**src/design/ntgn_ram.sv**
```systemverilog
`timescale 1ns / 1ps
module ntgn_ram #(
   parameter int WIDTH = 8,
   parameter int DEPTH = 64
) (
   input  logic                     clock,
   input  logic                     wr_en,
   input  logic [$clog2(DEPTH)-1:0] wr_addr,
   input  logic [WIDTH-1:0]         wr_data,
   input  logic [$clog2(DEPTH)-1:0] rd_addr,
   output logic [WIDTH-1:0]         rd_data
);
   logic [WIDTH-1:0] mem_ff [DEPTH];
   logic [WIDTH-1:0] rd_data_ff;

   always_ff @(posedge clock) begin
      if (wr_en) begin
         mem_ff[wr_addr] <= wr_data;
      end
      rd_data_ff <= mem_ff[rd_addr];
   end

   assign rd_data = rd_data_ff;
endmodule

```
**config.mk**
```make
export PLATFORM = sky130hd
export DESIGN_NAME = ntgn_ram
export DESIGN_NICKNAME = d
export VERILOG_FILES = /design/src/design/ntgn_ram.sv
export SDC_FILE = /design/constraint.sdc
export NUM_CORES = 1
export LEC_CHECK = 0
export BUFFER_PORTS_ARGS = -buffer_cell sky130_fd_sc_hd__buf_2
export CAP_MARGIN = 15
export CORE_AREA = 4 4 206 208
export DETAILED_ROUTE_END_ITERATION = 8
export DIE_AREA = 0 0 210 212
export GPL_TIMING_DRIVEN = 0
export PLACE_DENSITY = 0.74
export SETUP_SLACK_MARGIN = 0.4
export SLEW_MARGIN = 10
export SYNTH_ARGS = -nofsm -noshare
export SYNTH_HDL_FRONTEND = slang
export SYNTH_SLANG_ARGS = --single-unit
```
**constraint.sdc**
```tcl
create_clock -name clock -period 2.75 [get_ports clock]
set_input_delay 0.1375 -clock clock [delete_from_list [all_inputs] [get_ports clock]]
set_output_delay 0.1375 -clock clock [all_outputs]
set_load 0.05 [all_outputs]
```
==> results.ini, run 1 <==
[detailed_routing]
vias=9970
ant_nets=0
first_iter_violations=1475
routedWlPerCell_um=29.1
drc_errors=0
detailedRoute.firstPassIterationCount=5
viasPerCell=6.28
drt-total-wl_um=46300

[status]
outcome=completed

[final_layout]
fin_cells=1587
final_util_pct=55.6
drive_above_1_share_pct=25.2
syn_to_final_growth_pct=11.9
nNetsFinal=1039
num-fill-cells=2956
diodes=0

[synth]
synth.largest_area_cell=edfxtp_1
synth.distinct_cells=40
synth_top_area_share_pct=76.2
synth-seq-cells=520
ys_warn_count=0
seq_area_frac_synth_pct=77.0
netlist_area_um2=20200
synth_fp_nets=962
syn_avg_cell_area_um2=21.5
synthCells=940
synthTopCellsByArea=edfxtp_1 76%, mux4_2 14%, nor2_1 1.5%

[sta]
holdWs_ns=0.00471
grt_setup_unrepaired=no
worst_slew_pin_slew_ns=1.16
fin_crit_ns=2.32
slew-limit-headroom_pct=22.7
drv_slew=0
skew_ns=0.0145
setup_viol=0
fmaxAchievable_mhz=431
hold_viol=0
finalCritPeriodShare_pct=84.4

[worst_hold_path]
holdPathStages=1
hold_class=input port to flop

[floorplanning]
core_area_um2=40600
fp.dieW_um=210
io_pins=30
chipHeight_um=212
rows=74
start_util_pct=49.7
dieArea_um2=44500

[clock_network]
cts_made_buffers=48
clock_sinks=520
cts_setup_buffers=0
cts_max_level=2
clk_pin_slew_ns=0.07
clock_tree.buffer_depth=3
clk_latency_ns=0.56
cts_tree=done
cts_root_buffer=clkbuf_16

[global_routing]
antenna_found_initial=2
grtUsageTotal_pct=21.0
overflow=0
grt_pass1_vias=9961
grt_max_degree=65
grt_pass1_wl_um=68000

[setup_path]
r2r_cells=5
cp-end-kind=flop
crit_top_cell=buf_4
crit_chain=buf_4 > clkbuf_4 > buf_4 > buf_2 > nand3b_1 > o22ai_1 > o41ai_1
worst_ep_required_time_ns=3.13
critPathArrivalTime_ns=2.70
cpMaxStageDelayCell=o41ai_1
cp-start-kind=input port
max_stage_delay_ns=0.69
worstPathMaxFanout=10
path_class=input port to flop

[power]
vdd_ir_drop_max_v=0.000361
power.leakage_nw=6.99
power_density_nw_per_um2=713

[place]
port-buffer-count=21
hpwl_um=29000
dp_cells=1493
routabilityCongestion=0.910

[run]
max-cap-violations=0

[area by class of cell]
class                   instances  area, um^2  area share (%)
multi-input cells             369        4330            19.2
repair buffers                 27         225           0.998
plain buffers                  51         320            1.42
flip-flops and latches        520       15500            68.8
clock inverters                23         168           0.743
clock buffers                  65        1330            5.88
well taps                     532         666            2.95
[stage by stage]
step | TNS, ns | power (mW) | cell area, um^2 | worst slack [ns]
floorplan | 0 | 9.48 | 20200 | 0.945
global placement | -0.539 | 9.83 | 20900 | -0.187
detailed placement | -0.472 | 9.86 | 20900 | -0.163
CTS | 0 | 16.1 | 22400 | 0.413
global route | 0 | 16.5 | 22600 | 0.449
finish | 0 | 16.1 | 22600 | 0.430
[report_power, final]
part | switching [mW] | total, mW | internal, mW | leakage, nW
registers | 0.0149 | 8.78 | 8.77 | 4.67
clock network | 2.80 | 6.37 | 3.57 | 0.723
logic | 0.602 | 0.928 | 0.326 | 1.60
[registers in the layout, summed over array words and instances (netlist names)]
register / count
mem_ff: 512
rd_data: 8
[layout by cell type (no fill, tap or decap), types with 7 or more instances in the layout]
cell and count:
mux2i_1 23, edfxtp_1 512, buf_4 14, mux2_2 13
o22ai_1 8, dfxtp_1 8, clkinv_1 10, mux4_2 126
nor2b_1 14, nor2_1 83, nand3_1 13, clkbuf_16 49
o221ai_1 8, nand2_1 19, clkbuf_1 29, buf_2 30
nand2b_1 7
[worst max-delay path: cells and delay by family]
| family | cells | cell delay [ns] |
|---|---|---|
| buffers and inverters | 4 | 1.26 |
| and+or+nand+nor | 1 | 0.36 |
| AOI/OAI and AO/OA | 2 | 0.91 |
[timing repair]
action	CTS	global route
hold buffers	1	0
setup endpoints to repair	0	4
hold endpoints to repair	2	0
resized for setup	0	3
[cells in the mapped netlist (all sizes together)]
cell type    n
a221oi       6
nor2        83
nand3       13
nand4        2
o311ai       1
clkbuf      17
mux2i       23
nand4b       1
o221a        2
edfxtp     512
dfxtp        8
a22oi        3
buf         34
o221ai       8
o21ai        4
nand3b       3
o2111ai      3
nand2b       7
a21oi        3
a211oi       4
nand2       19
nor4         2
nor2b       14
o21a         2
mux2        13
a31oi        1
o41ai        2
o22ai        8
or3          1
a2111oi      2
mux4       126
and2         1
o2bb2ai      3
o32ai        2
nor3         7
[worst paths after layout]
check             slack, ns                    start                      to
hold / removal        0.005               wr_data[1]  mem_ff[1][1]$_DFFE_PP_
hold reg to reg        0.92  mem_ff[22][0]$_DFFE_PP_      rd_data[0]$_DFF_P_
setup / recovery       0.43               rd_addr[1]      rd_data[5]$_DFF_P_
setup reg to reg       0.67  mem_ff[28][6]$_DFFE_PP_      rd_data[6]$_DFF_P_
[cell families after synthesis]
family                 Yosys count  share of synthesized area (%)
and+or+nand+nor                153                           3.39
buffers and inverters           51                           1.57
muxes                          162                           15.9
DFF                            520                           77.0
AOI/OAI and AO/OA               54                           2.07
[routing by layer]
layer	vias up	part of all wire, %	GRT usage [%]
li1	4076	-	-
met4	4	3.1	6.10
met2	587	49	33.8
met3	103	9.3	4.35
met1	5200	39	29.7
met5	-	0.061	0
(Power assumes the default switching activity.)
==> run 2, diff against run 1 <==
--- a/config.mk
+++ b/config.mk
@@ -11,7 +11,7 @@
 export DETAILED_ROUTE_END_ITERATION = 8
 export DIE_AREA = 0 0 210 212
 export GPL_TIMING_DRIVEN = 0
-export PLACE_DENSITY = 0.74
+export PLACE_DENSITY = 0.77
 export SETUP_SLACK_MARGIN = 0.4
 export SLEW_MARGIN = 10
 export SYNTH_ARGS = -nofsm -noshare
==> constraint.sdc (replaced) <==
create_clock -name clock -period 2.1 [get_ports clock]
set_input_delay 0.105 -clock clock [delete_from_list [all_inputs] [get_ports clock]]
set_output_delay 0.105 -clock clock [all_outputs]
set_load 0.05 [all_outputs]
==> run 2 against run 1 <==
Non-clock buffer count grew 4; register-to-register slack lost 0.53 ns; clock power grew 41%; global-route usage grew 0.68 points; worst hold slack gained 0.028 ns; combinational power grew 42%; clock skew shrank 0.0049 ns; wire length grew 3.5%; final cell count grew 0.44%; sequential share of layout area shrank 1.6 points; largest cell class unchanged.
==> results.ini, run 2 (synthesis results as in run 1) <==
[status]
outcome=completed

[final_layout]
drive_above_1_share_pct=33.1
diodes=0
fin_cells=1594
final_util_pct=56.9
mostFrequentLayoutCells=512 x edfxtp_1, 126 x mux4_2, 53 x clkbuf_16, 44 x nor2_2, 33 x nor2_1
nNetsFinal=1045
final-seq-area_um2=15500
largest_reg_flops=512
syn_to_final_growth_pct=14.5
num-fill-cells=2917
multiInputGateArea_um2=4660
top_register=mem_ff
final_common_cell=edfxtp_1

[sta]
skew_ns=0.00956
fmaxAchievable_mhz=511
fin_tns_setup_ns=0
grt_setup_unrepaired=yes
postLayoutSetupSlackWorst_ns=0.145
slew-limit-headroom_pct=20.9
finalCritPeriodShare_pct=93.1
drv_slew=0
setup_viol=0
worst_slew_pin_slew_ns=1.19
fin_crit_ns=1.96
hold_viol=0

[power]
power_density_nw_per_um2=944
swShare_pct=21.1
power_frac_comb_pct=6.0
p_seq_share_pct=52.8
power.leakage_nw=7.16
p_int_mw=17.2
power_switching_mw=4.60
vdd_ir_drop_max_v=0.000749
clkPwrFrac_pct=41.2

[floorplanning]
core_area_um2=40600
chipHeight_um=212
fp.dieW_um=210
rows=74
start_util_pct=49.7
io_pins=30
dieArea_um2=44500

[setup_path]
cp-start-kind=flop
endpoint=rd_data[0]$_DFF_P_
r2r-end=rd_data[0]$_DFF_P_
worstPathMaxFanout=1
cp-end-kind=flop
crit_top_cell=mux4_2
cp_top_family=multiplexers
r2r_cells=5
cpMaxStageDelayCell=mux4_2
path_buf_inv=0
critPathArrivalTime_ns=2.40
r2r-start=mem_ff[7][0]$_DFFE_PP_
path_class=flop to flop
worstSetupStartpoint=mem_ff[7][0]$_DFFE_PP_
worst_ep_required_time_ns=2.54
crit_chain=mux4_2 > mux4_2 > nor2_2 > nor3_1 > o2bb2ai_4
max_stage_delay_ns=0.53
cp.depth=5
reg2reg_slack_ns=0.14

[global_routing]
grtUsageTotal_pct=21.7
overflow=0
grt_pass1_vias=10300
antenna_found_initial=0
grt_pass1_wl_um=69300
grt_max_degree=65

[detailed_routing]
routedWlPerCell_um=30.0
viasPerCell=6.36
drt-total-wl_um=47900
vias=10100
detailedRoute.firstPassIterationCount=5
drc_errors=0
first_iter_violations=1442
ant_nets=0

[run]
max-cap-violations=0

[place]
routabilityCongestion=0.975
dp_slack_ns=-0.752
dp_cells=1493
port-buffer-count=21
hpwl_um=29900

[clock_network]
clk_pin_slew_ns=0.06
cts_tree=done
clock_sinks=520
clk_latency_ns=0.57
cts_made_buffers=50
cts_root_buffer=clkbuf_16
clock_tree.buffer_depth=3
cts_max_level=2

[worst_hold_path]
hold_class=input port to flop

==> run 2: metal layers <==
| metal | share of wire [%] | up-vias | track usage (%) |
|---|---|---|---|
| met3 | 12 | 130 | 6.68 |
| met2 | 48 | 713 | 34.3 |
| met5 | 0 | - | 0.323 |
| met1 | 36 | 5207 | 28.7 |
| met4 | 3.9 | 0 | 8.35 |
| li1 | - | 4090 | - |
==> run 2: worst min-delay path by stage <==
stage	startpoint	end	cells past startpoint	slack, ns
2_1_floorplan	wr_data[0]	mem_ff[0][0]$_DFFE_PP_	0	0.20
6_report	wr_data[2]	mem_ff[34][2]$_DFFE_PP_	1	0.03
5_1_grt	wr_data[2]	mem_ff[34][2]$_DFFE_PP_	1	0.03
3_3_place_gp	rd_addr[5]	rd_data[5]$_DFF_P_	2	0.56
4_1_cts	wr_addr[0]	mem_ff[49][4]$_DFFE_PP_	3	0.20
3_5_place_dp	rd_addr[5]	rd_data[5]$_DFF_P_	2	0.55
==> run 2: repair_timing <==
item / 4_1_cts / 5_1_grt
hold buffers: 1 / 3
buffers inserted: 1 / 0
gates resized for setup: 47 / 55
pin swaps: 4 / 5
setup endpoints to repair: 99 / 347
endpoints found under the hold margin: 2 / 43
==> run 2: stage by stage <==
step | total power, mW | cell area [um^2] | hold slack, ns
final | 21.8 | 23100 | 0.0328
after global placement | 12.9 | 20900 | 0.559
after CTS | 21.8 | 22800 | 0.197
after global routing | 22.4 | 23100 | 0.0311
after detailed placement | 12.9 | 20900 | 0.552
after floorplan | 12.4 | 20200 | 0.204
==> run 2: final cells by class <==
cell class	count	area share (%)
tap	532	2.88
clock buffer	65	6.20
sequential	520	67.3
clock inverter	26	0.932
timing repair buffer	31	1.05
multi-input combinational	369	20.2
buffer	51	1.48
==> run 2: power groups by stage <==
stage          Sequential, mW  Clock, mW  Combinational [mW]
2_1_floorplan            11.8          0               0.614
3_3_place_gp             11.7          0                1.15
3_5_place_dp             11.7          0                1.19
4_1_cts                  11.5       9.08                1.24
5_1_grt                  11.5       9.52                1.36
6_report                 11.5       8.98                1.32
==> run 3, diff against run 2 <==
--- a/config.mk
+++ b/config.mk
@@ -7,11 +7,11 @@
 export LEC_CHECK = 0
 export BUFFER_PORTS_ARGS = -buffer_cell sky130_fd_sc_hd__buf_2
 export CAP_MARGIN = 15
-export CORE_AREA = 4 4 206 208
+export CORE_AREA = 4 4 189 228
 export DETAILED_ROUTE_END_ITERATION = 8
-export DIE_AREA = 0 0 210 212
+export DIE_AREA = 0 0 193 232
 export GPL_TIMING_DRIVEN = 0
-export PLACE_DENSITY = 0.77
+export PLACE_DENSITY = 0.76
 export SETUP_SLACK_MARGIN = 0.4
 export SLEW_MARGIN = 10
 export SYNTH_ARGS = -nofsm -noshare
==> run 3 against run 2 <==
Clock skew grew 0.015 ns; maximum frequency fell by 0.35%; die area is 0.58% higher; core utilization down 0.40 points; final area fell by 0.49%; via count decreased by 0.21%; non-clock buffer count is 3 higher; setup slack got worse by 0.0069 ns; highest routed layer is now met5.
==> results.ini, run 3 (synthesis results as in run 1) <==
[status]
outcome=completed

[sta]
holdWs_ns=0.00217
finalCritPeriodShare_pct=93.4
grt_setup_unrepaired=yes
skew_ns=0.0242
fin_crit_ns=1.96
fmaxAchievable_mhz=510
fin_tns_setup_ns=0
worst_slew_pin_slew_ns=1.17
drv_slew=0
setup_viol=0
hold_viol=0
slew-limit-headroom_pct=22.0

[clock_network]
cts_max_level=2
clk_pin_slew_ns=0.07
clk_latency_ns=0.56
cts_made_buffers=44
cts_tree=done
cts_root_buffer=clkbuf_16
clock_tree.buffer_depth=3
clock_sinks=520

[final_layout]
final_util_pct=56.5
top_register=mem_ff
syn_to_final_growth_pct=14.0
final_common_cell=edfxtp_1
mostFrequentLayoutCells=512 x edfxtp_1, 126 x mux4_2, 45 x clkbuf_16, 41 x nor2_1, 38 x nor2_2
multiInputGateArea_um2=4630
nNetsFinal=1042
drive_above_1_share_pct=31.8
num-fill-cells=2868
final_area_um2=23000
largest_reg_flops=512
final-seq-area_um2=15500

[setup_path]
cp-start-kind=flop
worst_ep_required_time_ns=2.50
r2r_cells=5
r2r-start=mem_ff[11][2]$_DFFE_PP_
path_buf_inv=0
path_class=flop to flop
cp.depth=5
cp-end-kind=flop
reg2reg_slack_ns=0.14
endpoint=rd_data[2]$_DFF_P_
critPathArrivalTime_ns=2.36
crit_chain=mux4_2 > mux4_2 > nor2_2 > nor3_1 > o2bb2ai_2
cp_top_family=multiplexers
worstPathMaxFanout=1
crit_top_cell=mux4_2
max_stage_delay_ns=0.55
cpMaxStageDelayCell=mux4_2
worstSetupStartpoint=mem_ff[11][2]$_DFFE_PP_
r2r-end=rd_data[2]$_DFF_P_

[power]
power_frac_comb_pct=6.1
p_seq_share_pct=54.0
power.leakage_nw=7.08
vdd_ir_drop_max_v=0.000527
power_density_nw_per_um2=926
power_switching_mw=4.45
clkPwrFrac_pct=39.8
power.total_mw=21.3
p_int_mw=16.8
swShare_pct=20.9

[detailed_routing]
viasPerCell=6.35
routedWlPerCell_um=29.7
drc_errors=0
detailedRoute.firstPassIterationCount=5
ant_nets=0
drt-total-wl_um=47300
vias=10100
first_iter_violations=1499

[place]
port-buffer-count=21
hpwl_um=29200
routabilityCongestion=0.958
place_area_um2=21000

[global_routing]
antenna_found_initial=4
overflow=0
grt_pass1_wl_um=68800
gr-usage-met3_pct=4.30
grtUsageTotal_pct=21.4
use_met2_pct=34.4
grt_pass1_vias=10200
grt_max_degree=65
use_met1_pct=28.7
busiest_layer=met2

[floorplanning]
core_area_um2=40600
chipHeight_um=232
dieArea_um2=44800
fp.dieW_um=193
io_pins=30
rows=81
start_util_pct=49.6

[worst_hold_path]
holdPathStages=1
hold_class=input port to flop

[run]
max-cap-violations=0

-- run 3: what timing repair did --
action,CTS,global route
cloned,0,0
hold endpoints to repair,2,31
endpoints found under the setup margin,113,283
hold buffers,1,2
buffers inserted,0,3
gates resized for setup,40,51
pin swaps,4,4
-- run 3: power groups by stage --
stage               Clock, mW  Sequential, mW  Combinational, mW
finish                   8.48            11.5               1.31
global route             8.95            11.5               1.37
CTS                      8.51            11.5               1.22
detailed placement          0            11.7               1.18
global placement            0            11.7               1.15
floorplan                   0            11.8              0.614
-- run 3: stage by stage --
stage          instances  setup WS, ns
6_report            1594         0.138
3_3_place_gp        1500        -0.692
4_1_cts             1582         0.161
2_1_floorplan        940         0.404
3_5_place_dp        1501        -0.723
5_1_grt             1593         0.112
-- run 3: worst min-delay path by stage --
stage          startpoint                 endpoint  slack (ns)
3_5_place_dp   rd_addr[5]       rd_data[3]$_DFF_P_        0.53
3_3_place_gp   rd_addr[5]       rd_data[5]$_DFF_P_        0.53
4_1_cts        wr_addr[0]  mem_ff[49][1]$_DFFE_PP_        0.16
5_1_grt        wr_data[0]  mem_ff[20][0]$_DFFE_PP_        0.01
6_report       wr_data[0]  mem_ff[17][0]$_DFFE_PP_       0.002
2_1_floorplan  wr_data[0]   mem_ff[0][0]$_DFFE_PP_        0.20
-- run 3: area by class of cell --
class                   instances  share of cell area [%]
plain buffers                  51                    1.49
multi-input cells             369                    20.1
diodes                          1                  0.0109
clock buffers                  57                    5.18
repair buffers                 34                    1.33
well taps                     539                    2.93
flip-flops and latches        520                    67.6
clock inverters                23                    1.33
-- run 3: layer usage --
layer,share of wire (%),vias up
met5,0.063,-
met4,5.4,6
met3,9.8,148
met2,49,654
met1,36,5223
li1,-,4088
